--- config.mk ---
export PLATFORM = sky130hd
export DESIGN_NAME = rc_pwm_channel_decoder_flat
export DESIGN_NICKNAME = d
export VERILOG_FILES = /design/src/hdl/rpd_pkg.sv /design/src/hdl/rpd_if.sv /design/src/hdl/rc_pwm_channel_decoder.sv /design/src/hdl/rpd_chan_mem.sv /design/src/hdl/rpd_pulse_calc.sv /design/src/hdl/rpd_scale_out.sv /design/src/flat_wrapper.sv
export SDC_FILE = /design/constraint.sdc
export NUM_CORES = 1
export LEC_CHECK = 0
export BUFFER_PORTS_ARGS = -buffer_cell sky130_fd_sc_hd__clkbuf_2
export CAP_MARGIN = 30
export CORE_MARGIN = 1
export CORE_UTILIZATION = 55
export DETAILED_ROUTE_END_ITERATION = 16
export PLACE_DENSITY = 0.84
export SYNTH_ARGS = -nofsm -noshare
export SYNTH_HDL_FRONTEND = slang
export SYNTH_SLANG_ARGS = --single-unit
--- constraint.sdc ---
create_clock -name clock -period 35 [get_ports clock]
set_input_delay 3.5 -clock clock [delete_from_list [all_inputs] [get_ports clock]]
set_output_delay 3.5 -clock clock [all_outputs]
set_load 0.03 [all_outputs]
--- src/hdl/rpd_pkg.sv ---
package rpd_pkg;

   // fixed field widths of the channels and the csr port
   localparam int CHAN_BITS    = 3;
   localparam int STAMP_BITS   = 32;
   localparam int POS_BITS     = 8;
   localparam int PW_BITS      = 11;
   localparam int OFS_BITS     = 10;
   localparam int CSR_BITS     = 8;
   localparam int CSR_IDX_BITS = 3;

   typedef logic [CSR_IDX_BITS-1:0] csr_index_type;

   // register map
   localparam csr_index_type CSR_DEADBAND    = 3'd0;
   localparam csr_index_type CSR_SNAP_TOL    = 3'd1;
   localparam csr_index_type CSR_SNAP_MASK   = 3'd2;
   localparam csr_index_type CSR_NOTIFY_MASK = 3'd3;

   // register reset values
   localparam logic [CSR_BITS-1:0] DEADBAND_RST    = 8'd10;
   localparam logic [CSR_BITS-1:0] SNAP_TOL_RST    = 8'd20;
   localparam logic [CSR_BITS-1:0] SNAP_MASK_RST   = 8'd80;
   localparam logic [CSR_BITS-1:0] NOTIFY_MASK_RST = 8'd0;

   // edge kinds
   localparam logic EDGE_RISE = 1'b0;
   localparam logic EDGE_FALL = 1'b1;

   // servo pulse points in microseconds
   localparam logic [PW_BITS-1:0] PW_LOW  = 11'd1000;
   localparam logic [PW_BITS-1:0] PW_MID  = 11'd1500;
   localparam logic [PW_BITS-1:0] PW_HIGH = 11'd2000;

   // x * 255 / 1000 == (x * 16712) >> 16 for every x in 0..1000
   localparam int RECIP_BITS = 15;
   localparam logic [RECIP_BITS-1:0] POS_RECIP = 15'd16712;
   localparam int POS_SHIFT  = 16;
   localparam int PROD_BITS  = OFS_BITS + RECIP_BITS;

   typedef struct packed {
      logic                 emit;
      logic [CHAN_BITS-1:0] out_channel;
      logic [PW_BITS-1:0]   width_us;
   } result_type;

endpackage

--- src/hdl/rpd_if.sv ---
interface rpd_req_if;
   import rpd_pkg::*;

   logic                  valid;
   logic                  ready;
   logic [CHAN_BITS-1:0]  channel;
   logic                  mode;
   logic [STAMP_BITS-1:0] time_us;

   modport source (output valid, output channel, output mode, output time_us, input ready);
   modport sink (input valid, input channel, input mode, input time_us, output ready);
endinterface

interface rpd_rsp_if;
   import rpd_pkg::*;

   logic                 valid;
   logic                 ready;
   logic [CHAN_BITS-1:0] out_channel;
   logic [POS_BITS-1:0]  position;
   logic [PW_BITS-1:0]   width_us;

   modport source (output valid, output out_channel, output position, output width_us,
                   input ready);
   modport sink (input valid, input out_channel, input position, input width_us,
                 output ready);
endinterface

--- src/hdl/rc_pwm_channel_decoder.sv ---
// rc_pwm_channel_decoder takes one edge event per beat (channel, rising or falling,
// microsecond timestamp) and reports a servo channel's clamped pulse width and its
// 0..255 position whenever that value changes on a channel enabled in notify_mask.
// Throughput is one event per clock, back to back, including repeated events on the
// same channel: the per-channel start time and held width live in two small memories
// with a registered read, and a write landing in the read cycle is forwarded. A result
// beat is offered after the memory read at the accepting edge, the registered width
// update and the registered position scaling, and then waits on rsp_port.ready. Events
// that emit nothing flow past a waiting beat until one that emits is held behind it;
// one more event of any kind then waits in stage 1 and req_port.ready drops. State
// reads as zero after reset via a valid flag per channel per memory, no clearing pass.
// Csr writes are meant for idle periods only; indexes beyond the map are ignored.
module rc_pwm_channel_decoder #(
   parameter int CHANNELS   = 8,
   parameter int TIME_BITS  = 32,
   parameter int WIDTH_BITS = 16
) (
   input  logic                             clock,
   input  logic                             reset,
   rpd_req_if.sink                          req_port,
   rpd_rsp_if.source                        rsp_port,
   input  logic                             csr_we,
   input  rpd_pkg::csr_index_type           csr_index,
   input  logic [rpd_pkg::CSR_BITS-1:0]     csr_wdata
);
   import rpd_pkg::*;

   localparam int IDX_BITS = (CHANNELS > 1) ? $clog2(CHANNELS) : 1;
   localparam int EXT_BITS = IDX_BITS + CHAN_BITS;

   // configuration registers
   logic [CSR_BITS-1:0] deadband_ff;
   logic [CSR_BITS-1:0] snap_tol_ff;
   logic [CSR_BITS-1:0] snap_mask_ff;
   logic [CSR_BITS-1:0] notify_mask_ff;

   // stage 1: event waiting on its memory read
   logic                 s1_vld_ff;
   logic [CHAN_BITS-1:0] s1_ch_ff;
   logic                 s1_mode_ff;
   logic                 s1_inrange_ff;
   logic [TIME_BITS-1:0] s1_time_ff;

   logic                  accept;
   logic                  req_inrange;
   logic [EXT_BITS-1:0]   req_ch_ext;
   logic [EXT_BITS-1:0]   s1_ch_ext;
   logic                  s2_ready;
   logic                  s1_active;
   logic [TIME_BITS-1:0]  start_rdata;
   logic [WIDTH_BITS-1:0] held_rdata;
   logic                  start_we;
   logic                  held_we;
   logic [WIDTH_BITS-1:0] held_wdata;
   result_type            res;

   always_ff @(posedge clock) begin
      if (reset) begin
         deadband_ff    <= DEADBAND_RST;
         snap_tol_ff    <= SNAP_TOL_RST;
         snap_mask_ff   <= SNAP_MASK_RST;
         notify_mask_ff <= NOTIFY_MASK_RST;
      end else if (csr_we) begin
         unique case (csr_index)
            CSR_DEADBAND:    deadband_ff    <= csr_wdata;
            CSR_SNAP_TOL:    snap_tol_ff    <= csr_wdata;
            CSR_SNAP_MASK:   snap_mask_ff   <= csr_wdata;
            CSR_NOTIFY_MASK: notify_mask_ff <= csr_wdata;
            default: ;
         endcase
      end
   end

   // stage 1 frees up when its event moves on; events that emit nothing still pass
   assign req_port.ready = !s1_vld_ff || s2_ready;
   assign accept         = req_port.valid && req_port.ready;
   assign req_ch_ext     = EXT_BITS'(req_port.channel);
   assign req_inrange    = req_ch_ext < EXT_BITS'(CHANNELS);
   assign s1_ch_ext      = EXT_BITS'(s1_ch_ff);
   assign s1_active      = s1_vld_ff && s1_inrange_ff && s2_ready;

   always_ff @(posedge clock) begin
      if (reset) begin
         s1_vld_ff <= 1'b0;
      end else if (req_port.ready) begin
         s1_vld_ff <= req_port.valid;
      end
   end

   always_ff @(posedge clock) begin
      if (accept) begin
         s1_ch_ff      <= req_port.channel;
         s1_mode_ff    <= req_port.mode;
         s1_inrange_ff <= req_inrange;
         s1_time_ff    <= TIME_BITS'(req_port.time_us);
      end
   end

   // per-channel state, read at accept, written back when stage 1 retires
   rpd_chan_mem #(
      .CHANNELS   (CHANNELS),
      .TIME_BITS  (TIME_BITS),
      .WIDTH_BITS (WIDTH_BITS),
      .IDX_BITS   (IDX_BITS)
   ) u_mem (
      .clock       (clock),
      .reset       (reset),
      .rd_en       (accept && req_inrange),
      .rd_idx      (req_ch_ext[IDX_BITS-1:0]),
      .wr_idx      (s1_ch_ext[IDX_BITS-1:0]),
      .start_we    (start_we),
      .start_wdata (s1_time_ff),
      .held_we     (held_we),
      .held_wdata  (held_wdata),
      .start_rdata (start_rdata),
      .held_rdata  (held_rdata)
   );

   // width measurement, deadband, snapping and change test
   rpd_pulse_calc #(
      .TIME_BITS  (TIME_BITS),
      .WIDTH_BITS (WIDTH_BITS)
   ) u_calc (
      .active     (s1_active),
      .mode       (s1_mode_ff),
      .channel    (s1_ch_ff),
      .time_val   (s1_time_ff),
      .start      (start_rdata),
      .held       (held_rdata),
      .deadband   (deadband_ff),
      .snap_tol   (snap_tol_ff),
      .snap_en    (snap_mask_ff[s1_ch_ff]),
      .notify_en  (notify_mask_ff[s1_ch_ff]),
      .start_we   (start_we),
      .held_we    (held_we),
      .held_wdata (held_wdata),
      .res        (res)
   );

   // position scaling and the result register
   rpd_scale_out u_out (
      .clock    (clock),
      .reset    (reset),
      .in_valid (s1_vld_ff),
      .in_ready (s2_ready),
      .res      (res),
      .rsp_port (rsp_port)
   );
endmodule

--- src/hdl/rpd_chan_mem.sv ---
module rpd_chan_mem #(
   parameter int CHANNELS   = 8,
   parameter int TIME_BITS  = 32,
   parameter int WIDTH_BITS = 16,
   parameter int IDX_BITS   = 3
) (
   input  logic                  clock,
   input  logic                  reset,
   input  logic                  rd_en,
   input  logic [IDX_BITS-1:0]   rd_idx,
   input  logic [IDX_BITS-1:0]   wr_idx,
   input  logic                  start_we,
   input  logic [TIME_BITS-1:0]  start_wdata,
   input  logic                  held_we,
   input  logic [WIDTH_BITS-1:0] held_wdata,
   output logic [TIME_BITS-1:0]  start_rdata,
   output logic [WIDTH_BITS-1:0] held_rdata
);
   logic [TIME_BITS-1:0]  start_mem_ff [CHANNELS];
   logic [WIDTH_BITS-1:0] held_mem_ff  [CHANNELS];
   logic [TIME_BITS-1:0]  start_q_ff;
   logic [WIDTH_BITS-1:0] held_q_ff;
   logic [CHANNELS-1:0]   start_vld_ff;
   logic [CHANNELS-1:0]   held_vld_ff;
   logic                  start_ok_ff;
   logic                  held_ok_ff;
   logic                  start_fwd_ff;
   logic                  held_fwd_ff;
   logic [TIME_BITS-1:0]  start_fwd_data_ff;
   logic [WIDTH_BITS-1:0] held_fwd_data_ff;

   // write port
   always_ff @(posedge clock) begin
      if (start_we) begin
         start_mem_ff[wr_idx] <= start_wdata;
      end
      if (held_we) begin
         held_mem_ff[wr_idx] <= held_wdata;
      end
   end

   // registered read port
   always_ff @(posedge clock) begin
      if (rd_en) begin
         start_q_ff <= start_mem_ff[rd_idx];
         held_q_ff  <= held_mem_ff[rd_idx];
      end
   end

   // entries never written read as zero
   always_ff @(posedge clock) begin
      if (reset) begin
         start_vld_ff <= '0;
         held_vld_ff  <= '0;
         start_ok_ff  <= 1'b0;
         held_ok_ff   <= 1'b0;
         start_fwd_ff <= 1'b0;
         held_fwd_ff  <= 1'b0;
      end else begin
         if (start_we) begin
            start_vld_ff[wr_idx] <= 1'b1;
         end
         if (held_we) begin
            held_vld_ff[wr_idx] <= 1'b1;
         end
         if (rd_en) begin
            start_ok_ff  <= start_vld_ff[rd_idx];
            held_ok_ff   <= held_vld_ff[rd_idx];
            start_fwd_ff <= start_we && (wr_idx == rd_idx);
            held_fwd_ff  <= held_we && (wr_idx == rd_idx);
         end
      end
   end

   // write landing in the same cycle as the read
   always_ff @(posedge clock) begin
      if (rd_en) begin
         start_fwd_data_ff <= start_wdata;
         held_fwd_data_ff  <= held_wdata;
      end
   end

   always_comb begin
      if (start_fwd_ff) begin
         start_rdata = start_fwd_data_ff;
      end else if (start_ok_ff) begin
         start_rdata = start_q_ff;
      end else begin
         start_rdata = '0;
      end
      if (held_fwd_ff) begin
         held_rdata = held_fwd_data_ff;
      end else if (held_ok_ff) begin
         held_rdata = held_q_ff;
      end else begin
         held_rdata = '0;
      end
   end
endmodule

--- src/hdl/rpd_pulse_calc.sv ---
module rpd_pulse_calc #(
   parameter int TIME_BITS  = 32,
   parameter int WIDTH_BITS = 16
) (
   input  logic                          active,
   input  logic                          mode,
   input  logic [rpd_pkg::CHAN_BITS-1:0] channel,
   input  logic [TIME_BITS-1:0]          time_val,
   input  logic [TIME_BITS-1:0]          start,
   input  logic [WIDTH_BITS-1:0]         held,
   input  logic [rpd_pkg::CSR_BITS-1:0]  deadband,
   input  logic [rpd_pkg::CSR_BITS-1:0]  snap_tol,
   input  logic                          snap_en,
   input  logic                          notify_en,
   output logic                          start_we,
   output logic                          held_we,
   output logic [WIDTH_BITS-1:0]         held_wdata,
   output rpd_pkg::result_type           res
);
   import rpd_pkg::*;

   localparam int EW = WIDTH_BITS + 1;

   logic [TIME_BITS-1:0]  diff;
   logic [WIDTH_BITS-1:0] meas;
   logic [EW-1:0]         meas_e;
   logic [EW-1:0]         last_e;
   logic [EW-1:0]         db_e;
   logic [EW-1:0]         tol_e;
   logic                  outside;
   logic [WIDTH_BITS-1:0] held_upd;
   logic [WIDTH_BITS-1:0] snapped;
   logic [WIDTH_BITS-1:0] work;
   logic [PW_BITS-1:0]    clamped;

   function automatic logic near(input logic [EW-1:0] v, input logic [EW-1:0] p,
                                 input logic [EW-1:0] tol);
      return (v + tol >= p) && (v <= p + tol);
   endfunction

   assign diff = time_val - start;

   // saturate the wrapped difference to the width store
   generate
      if (TIME_BITS > WIDTH_BITS) begin : g_sat
         assign meas = (|diff[TIME_BITS-1:WIDTH_BITS]) ? '1 : diff[WIDTH_BITS-1:0];
      end else begin : g_nosat
         assign meas = WIDTH_BITS'(diff);
      end
   endgenerate

   assign meas_e  = EW'(meas);
   assign last_e  = EW'(held);
   assign db_e    = EW'(deadband);
   assign tol_e   = EW'(snap_tol);
   assign outside = (meas_e + db_e < last_e) || (meas_e > last_e + db_e);
   assign held_upd = outside ? meas : held;

   // lower snap points take priority when windows overlap
   always_comb begin
      priority if (near(EW'(held_upd), EW'(PW_LOW), tol_e)) begin
         snapped = WIDTH_BITS'(PW_LOW);
      end else if (near(EW'(held_upd), EW'(PW_MID), tol_e)) begin
         snapped = WIDTH_BITS'(PW_MID);
      end else if (near(EW'(held_upd), EW'(PW_HIGH), tol_e)) begin
         snapped = WIDTH_BITS'(PW_HIGH);
      end else begin
         snapped = held_upd;
      end
   end

   assign held_wdata = snap_en ? snapped : held_upd;
   assign work       = snap_en ? snapped : meas;

   always_comb begin
      priority if (work < WIDTH_BITS'(PW_LOW)) begin
         clamped = PW_LOW;
      end else if (work > WIDTH_BITS'(PW_HIGH)) begin
         clamped = PW_HIGH;
      end else begin
         clamped = work[PW_BITS-1:0];
      end
   end

   assign start_we = active && (mode == EDGE_RISE);
   assign held_we  = active && (mode == EDGE_FALL);

   // change test uses the unclamped previous width
   assign res.emit        = held_we && notify_en && (WIDTH_BITS'(clamped) != held);
   assign res.out_channel = channel;
   assign res.width_us    = clamped;
endmodule

--- src/hdl/rpd_scale_out.sv ---
module rpd_scale_out (
   input  logic                clock,
   input  logic                reset,
   input  logic                in_valid,
   output logic                in_ready,
   input  rpd_pkg::result_type res,
   rpd_rsp_if.source           rsp_port
);
   import rpd_pkg::*;

   logic                 s2_vld_ff;
   logic [CHAN_BITS-1:0] s2_ch_ff;
   logic [PW_BITS-1:0]   s2_w_ff;
   logic [OFS_BITS-1:0]  s2_ofs_ff;
   logic                 out_vld_ff;
   logic [CHAN_BITS-1:0] out_ch_ff;
   logic [PW_BITS-1:0]   out_w_ff;
   logic [POS_BITS-1:0]  out_pos_ff;
   logic                 out_free;
   logic [PROD_BITS-1:0] prod;
   logic [PW_BITS-1:0]   ofs_full;

   assign out_free = !out_vld_ff || rsp_port.ready;
   assign in_ready = !s2_vld_ff || out_free;
   assign ofs_full = res.width_us - PW_LOW;
   assign prod     = PROD_BITS'(s2_ofs_ff) * PROD_BITS'(POS_RECIP);

   always_ff @(posedge clock) begin
      if (reset) begin
         s2_vld_ff  <= 1'b0;
         out_vld_ff <= 1'b0;
      end else begin
         if (in_ready) begin
            s2_vld_ff <= in_valid && res.emit;
         end
         if (out_free) begin
            out_vld_ff <= s2_vld_ff;
         end
      end
   end

   always_ff @(posedge clock) begin
      if (in_ready && in_valid && res.emit) begin
         s2_ch_ff  <= res.out_channel;
         s2_w_ff   <= res.width_us;
         s2_ofs_ff <= ofs_full[OFS_BITS-1:0];
      end
      if (out_free && s2_vld_ff) begin
         out_ch_ff  <= s2_ch_ff;
         out_w_ff   <= s2_w_ff;
         out_pos_ff <= prod[POS_SHIFT +: POS_BITS];
      end
   end

   assign rsp_port.valid       = out_vld_ff;
   assign rsp_port.out_channel = out_ch_ff;
   assign rsp_port.position    = out_pos_ff;
   assign rsp_port.width_us    = out_w_ff;
endmodule

--- src/flat_wrapper.sv ---
// flat-port wrapper written by rule: the top's interface ports become plain ports
module rc_pwm_channel_decoder_flat import rpd_pkg::*;
#(
   parameter int CHANNELS   = 8,
   parameter int TIME_BITS  = 32,
   parameter int WIDTH_BITS = 16
)
  (clock, reset, csr_we, csr_index, csr_wdata, req_port_valid, req_port_channel, req_port_mode, req_port_time_us, req_port_ready, rsp_port_valid, rsp_port_out_channel, rsp_port_position, rsp_port_width_us, rsp_port_ready);
  rpd_req_if req_port_i ();
  rpd_rsp_if rsp_port_i ();
  input  logic clock;
  input  logic reset;
  input  logic csr_we;
  input  rpd_pkg::csr_index_type csr_index;
  input  logic [rpd_pkg::CSR_BITS-1:0] csr_wdata;
  input wire logic [$bits(req_port_i.valid)-1:0] req_port_valid;
  input wire logic [$bits(req_port_i.channel)-1:0] req_port_channel;
  input wire logic [$bits(req_port_i.mode)-1:0] req_port_mode;
  input wire logic [$bits(req_port_i.time_us)-1:0] req_port_time_us;
  output wire logic [$bits(req_port_i.ready)-1:0] req_port_ready;
  output wire logic [$bits(rsp_port_i.valid)-1:0] rsp_port_valid;
  output wire logic [$bits(rsp_port_i.out_channel)-1:0] rsp_port_out_channel;
  output wire logic [$bits(rsp_port_i.position)-1:0] rsp_port_position;
  output wire logic [$bits(rsp_port_i.width_us)-1:0] rsp_port_width_us;
  input wire logic [$bits(rsp_port_i.ready)-1:0] rsp_port_ready;
  assign req_port_i.valid = req_port_valid;
  assign req_port_i.channel = req_port_channel;
  assign req_port_i.mode = req_port_mode;
  assign req_port_i.time_us = req_port_time_us;
  assign req_port_ready = req_port_i.ready;
  assign rsp_port_valid = rsp_port_i.valid;
  assign rsp_port_out_channel = rsp_port_i.out_channel;
  assign rsp_port_position = rsp_port_i.position;
  assign rsp_port_width_us = rsp_port_i.width_us;
  assign rsp_port_i.ready = rsp_port_ready;
  rc_pwm_channel_decoder #(.CHANNELS(CHANNELS), .TIME_BITS(TIME_BITS), .WIDTH_BITS(WIDTH_BITS)) u_core (.clock(clock), .reset(reset), .req_port(req_port_i), .rsp_port(rsp_port_i), .csr_we(csr_we), .csr_index(csr_index), .csr_wdata(csr_wdata));
endmodule
==> flow_summary_export.csv <==
group,metric,value,unit
outcome,outcome,"completed",
final_layout,regArea,0.0179,mm2
synth,ys_seq_area_share,59.2,%
floorplanning,core_area,0.0540,mm2
setup_path,cpPeakStageDelay,780,ps
setup_path,rrSetupSlack,18970,ps
route,topRoutingLayerUsed,"met4",
setup_path,crit_top_cell,"a21oi_1",
power,leakagePower,0.0112,uW
clock_network,clk_pin_slew,60,ps
final_layout,final_area,0.0334,mm2
power,switching_share,23.8,%
power,ir_drop,0.0000491,V
clock_network,clk_latency,670,ps
grt,grt_pass1_vias,19700,
grt,grtUsageTotal,28.5,%
clock_network,postCtsHoldBufs,0,
placement,gp_congestion,1.00,
floorplanning,die_h,236,um
final_layout,drive_gt1_share,16.4,%
route,viasPerCell,6.55,
route,met3_wirelength,6320,um
setup_path,cp-start-kind,"register",
route,wl,79700,um
power,p_switching,383,uW
synth,syn_area,0.0302,mm2
final_layout,antenna_cells,0,
route,drt-met1-wl,30500,um
clock_network,numCtsBuffers,58,
sta,final-hold-violation-count,0,
sta,slew_viol_final,0,
sta,fin_tns_setup,0,ps
sta,timing.final.crit_period,16030,ps
synth,async_reset_ff_share,0,%
clock_network,cts_root_buf,"clkbuf_16",
clock_network,clock_path_buffers,3,
route,post-route-drc-count,0,
setup_path,crit_slowest_cell,"o41ai_1",
setup_path,worstPathMaxFanout,32,
clock_network,cts_resized,0,
sta,maxSlewHeadroom,29.0,%
job,max-cap-violations,0,
synth,syn-instance-count,2196,
route,ant_nets,0,
sta,fmax,62.4,MHz
grt,grt-ovfl-total,0,
clock_network,cts.htree.levels,2,
power,p_seq_share,51.5,%
sta,rsz0062_at_grt,"no",
floorplanning,rows,85,
clock_network,tritoncts,"built",
final_layout,area_growth,10.7,%
synth,synth.distinct_cells,83,
power,comb_power_share,9.4,%
setup_path,arrival,16390,ps
route,drt_iter0_markers,2206,
placement,hpwl,51500,um
final_layout,num-fill-cells,3804,
route,routed-via-count,19800,
floorplanning,die_width,236,um
route,wire_per_inst,26.3,um
clock_network,post-cts-setup-buffer-count,0,
synth,ys.flop_type,"edfxtp_1",
final_layout,layout.nets,2519,
setup_path,cp_data_required_time,35350,ps
grt,grt_pass1_wl,120000,um
floorplanning,initial_utilization,55.9,%
grt,antenna_found_initial,0,
synth,avgSynthCellArea,13.8,um2
route,detail_route.first_pass.iterations,7,
sta,finalSetupViolations,0,
sta,fin_crit_sh,45.8,%
floorplanning,ios,76,
sta,fin_ws,18970,ps
setup_path,path_class,"register to register",
placement,io_buffers,75,
floorplanning,dieArea,0.0559,mm2
final_layout,final_common_cell,"edfxtp_1",
placement,place_area,0.0315,mm2
power,power_density,48.2,mW/mm2
grt,grt_max_degree,74,
power,power_frac_clock,39.1,%
sta,fin_skew,109,ps
setup_path,critPathCaptureType,"register",
synth,ys_ff_latch,614,
sta,tightest_slew,1070,ps
synth,synth_fp_nets,2431,
route,wl_met2,39200,um
synth,synth_edf_count,559,
placement,pre_cts_ws,19240,ps
final_layout,multiInputGateArea,0.0118,mm2
min_path,hold_class,"register to register",
power,p_int,1230,uW
synth,ys_warn_count,0,
clock_network,cts.sinks,614,
final_layout,final_cell_mix,"edfxtp_1 (559), ha_1 (173), nor2_1 (163)",
area by class of cell:
class	instances	share of cell area [%]
clock inverter	33	1.18
sequential	614	53.5
inverter	76	0.868
clock buffer	73	4.60
tap	696	2.60
timing repair buffer	115	2.12
multi-input combinational	1419	35.1
cells in the mapped netlist, types with 11 or more instances:
master    number  area, um2
edfxtp_1     559      16800
ha_1         173       2160
nor2_1       171        642
a21oi_1      130        651
nand2_1      130        488
mux4_2       100       2250
inv_1         76        285
o21ai_0       66        330
clkbuf_1      57        214
dfxtp_1       55       1100
mux2_2        53        597
xnor2_1       53        464
a22oi_1       47        353
nor3_1        41        205
a21o_1        39        293
nand3_1       30        150
o21a_1        30        225
nand4_1       25        156
nand2b_1      24        150
mux2i_1       20        200
nor2b_1       19        119
xor2_1        19        166
or3_1         17        106
buf_1         16       60.1
o22ai_1       16        100
o211ai_1      15        113
a211oi_1      14        105
o21bai_1      13       97.6
nand3b_1      12       90.1
buf_2         11       55.1
critical path, delay by kind of cell, from the launching register on:
kind,cells,cell delay (ps)
mux,3,930
flops,1,390
simple gates,13,3310
buf+inv,5,1240
compound gates,31,7880
xor+xnor,1,190
fa+ha+maj,6,1690
per-layer routing:
metal,vias to the layer above,global-route usage (%)
li1,8698,-
met1,9802,37.2
met2,1106,48.1
met3,208,3.83
met4,0,12.3
met5,-,0
cell families (layout without fill, tap and decap cells):
kind of cell / count (synthesis) / count (layout) / synth area share (%)
fa+ha+maj: 183 / 183 / 7.83
flops: 614 / 614 / 59.2
buf+inv: 163 / 297 / 2.12
compound gates: 463 / 463 / 10.3
xor+xnor: 72 / 72 / 2.09
mux: 174 / 174 / 10.1
simple gates: 527 / 527 / 8.36
per-stage QoR:
stage | total power [uW] | hold WS [ps] | std cells | util [%]
floorplan | 943 | 400 | 2196 | -
global placement | 986 | 403 | 2914 | 58.2
detailed placement | 990 | 405 | 2918 | 58.3
CTS | 1610 | 421 | 3024 | 61.9
global route | 1660 | 428 | 3026 | 61.9
finish | 1610 | 419 | 3026 | 61.9
state kept, by name, indices dropped and copies added, names as in the netlist, 16 cells and up:
signal and flops:
u_core.u_mem.held_q_ff 16, u_core.u_mem.held_mem_ff 128, u_core.u_mem.start_q_ff 32, u_core.u_mem.start_mem_ff 256
u_core.u_mem.start_fwd_data_ff 32, u_core.u_mem.held_fwd_data_ff 16, u_core.s1_time_ff 32
path summary, 6_finish.rpt:
kind                             from                                end  cells after the start
max reg2reg  u_core.u_mem.start_ok_ff           u_core.u_out.s2_w_ff[10]                     59
min reg2reg   u_core.u_out.s2_w_ff[3]  u_core.u_out.rsp_port.width_us[3]                      0
max          u_core.u_mem.start_ok_ff           u_core.u_out.s2_w_ff[10]                     59
min           u_core.u_out.s2_w_ff[3]  u_core.u_out.rsp_port.width_us[3]                      0
power by group through the flow:
stage	clock network (uW)	registers [uW]	logic (uW)
floorplan	0	839	104
global route	664	830	162
finish	631	830	151
global placement	0	843	143
detailed placement	0	844	146
CTS	638	829	147
Note: power is estimated with default switching activity, not from simulation.
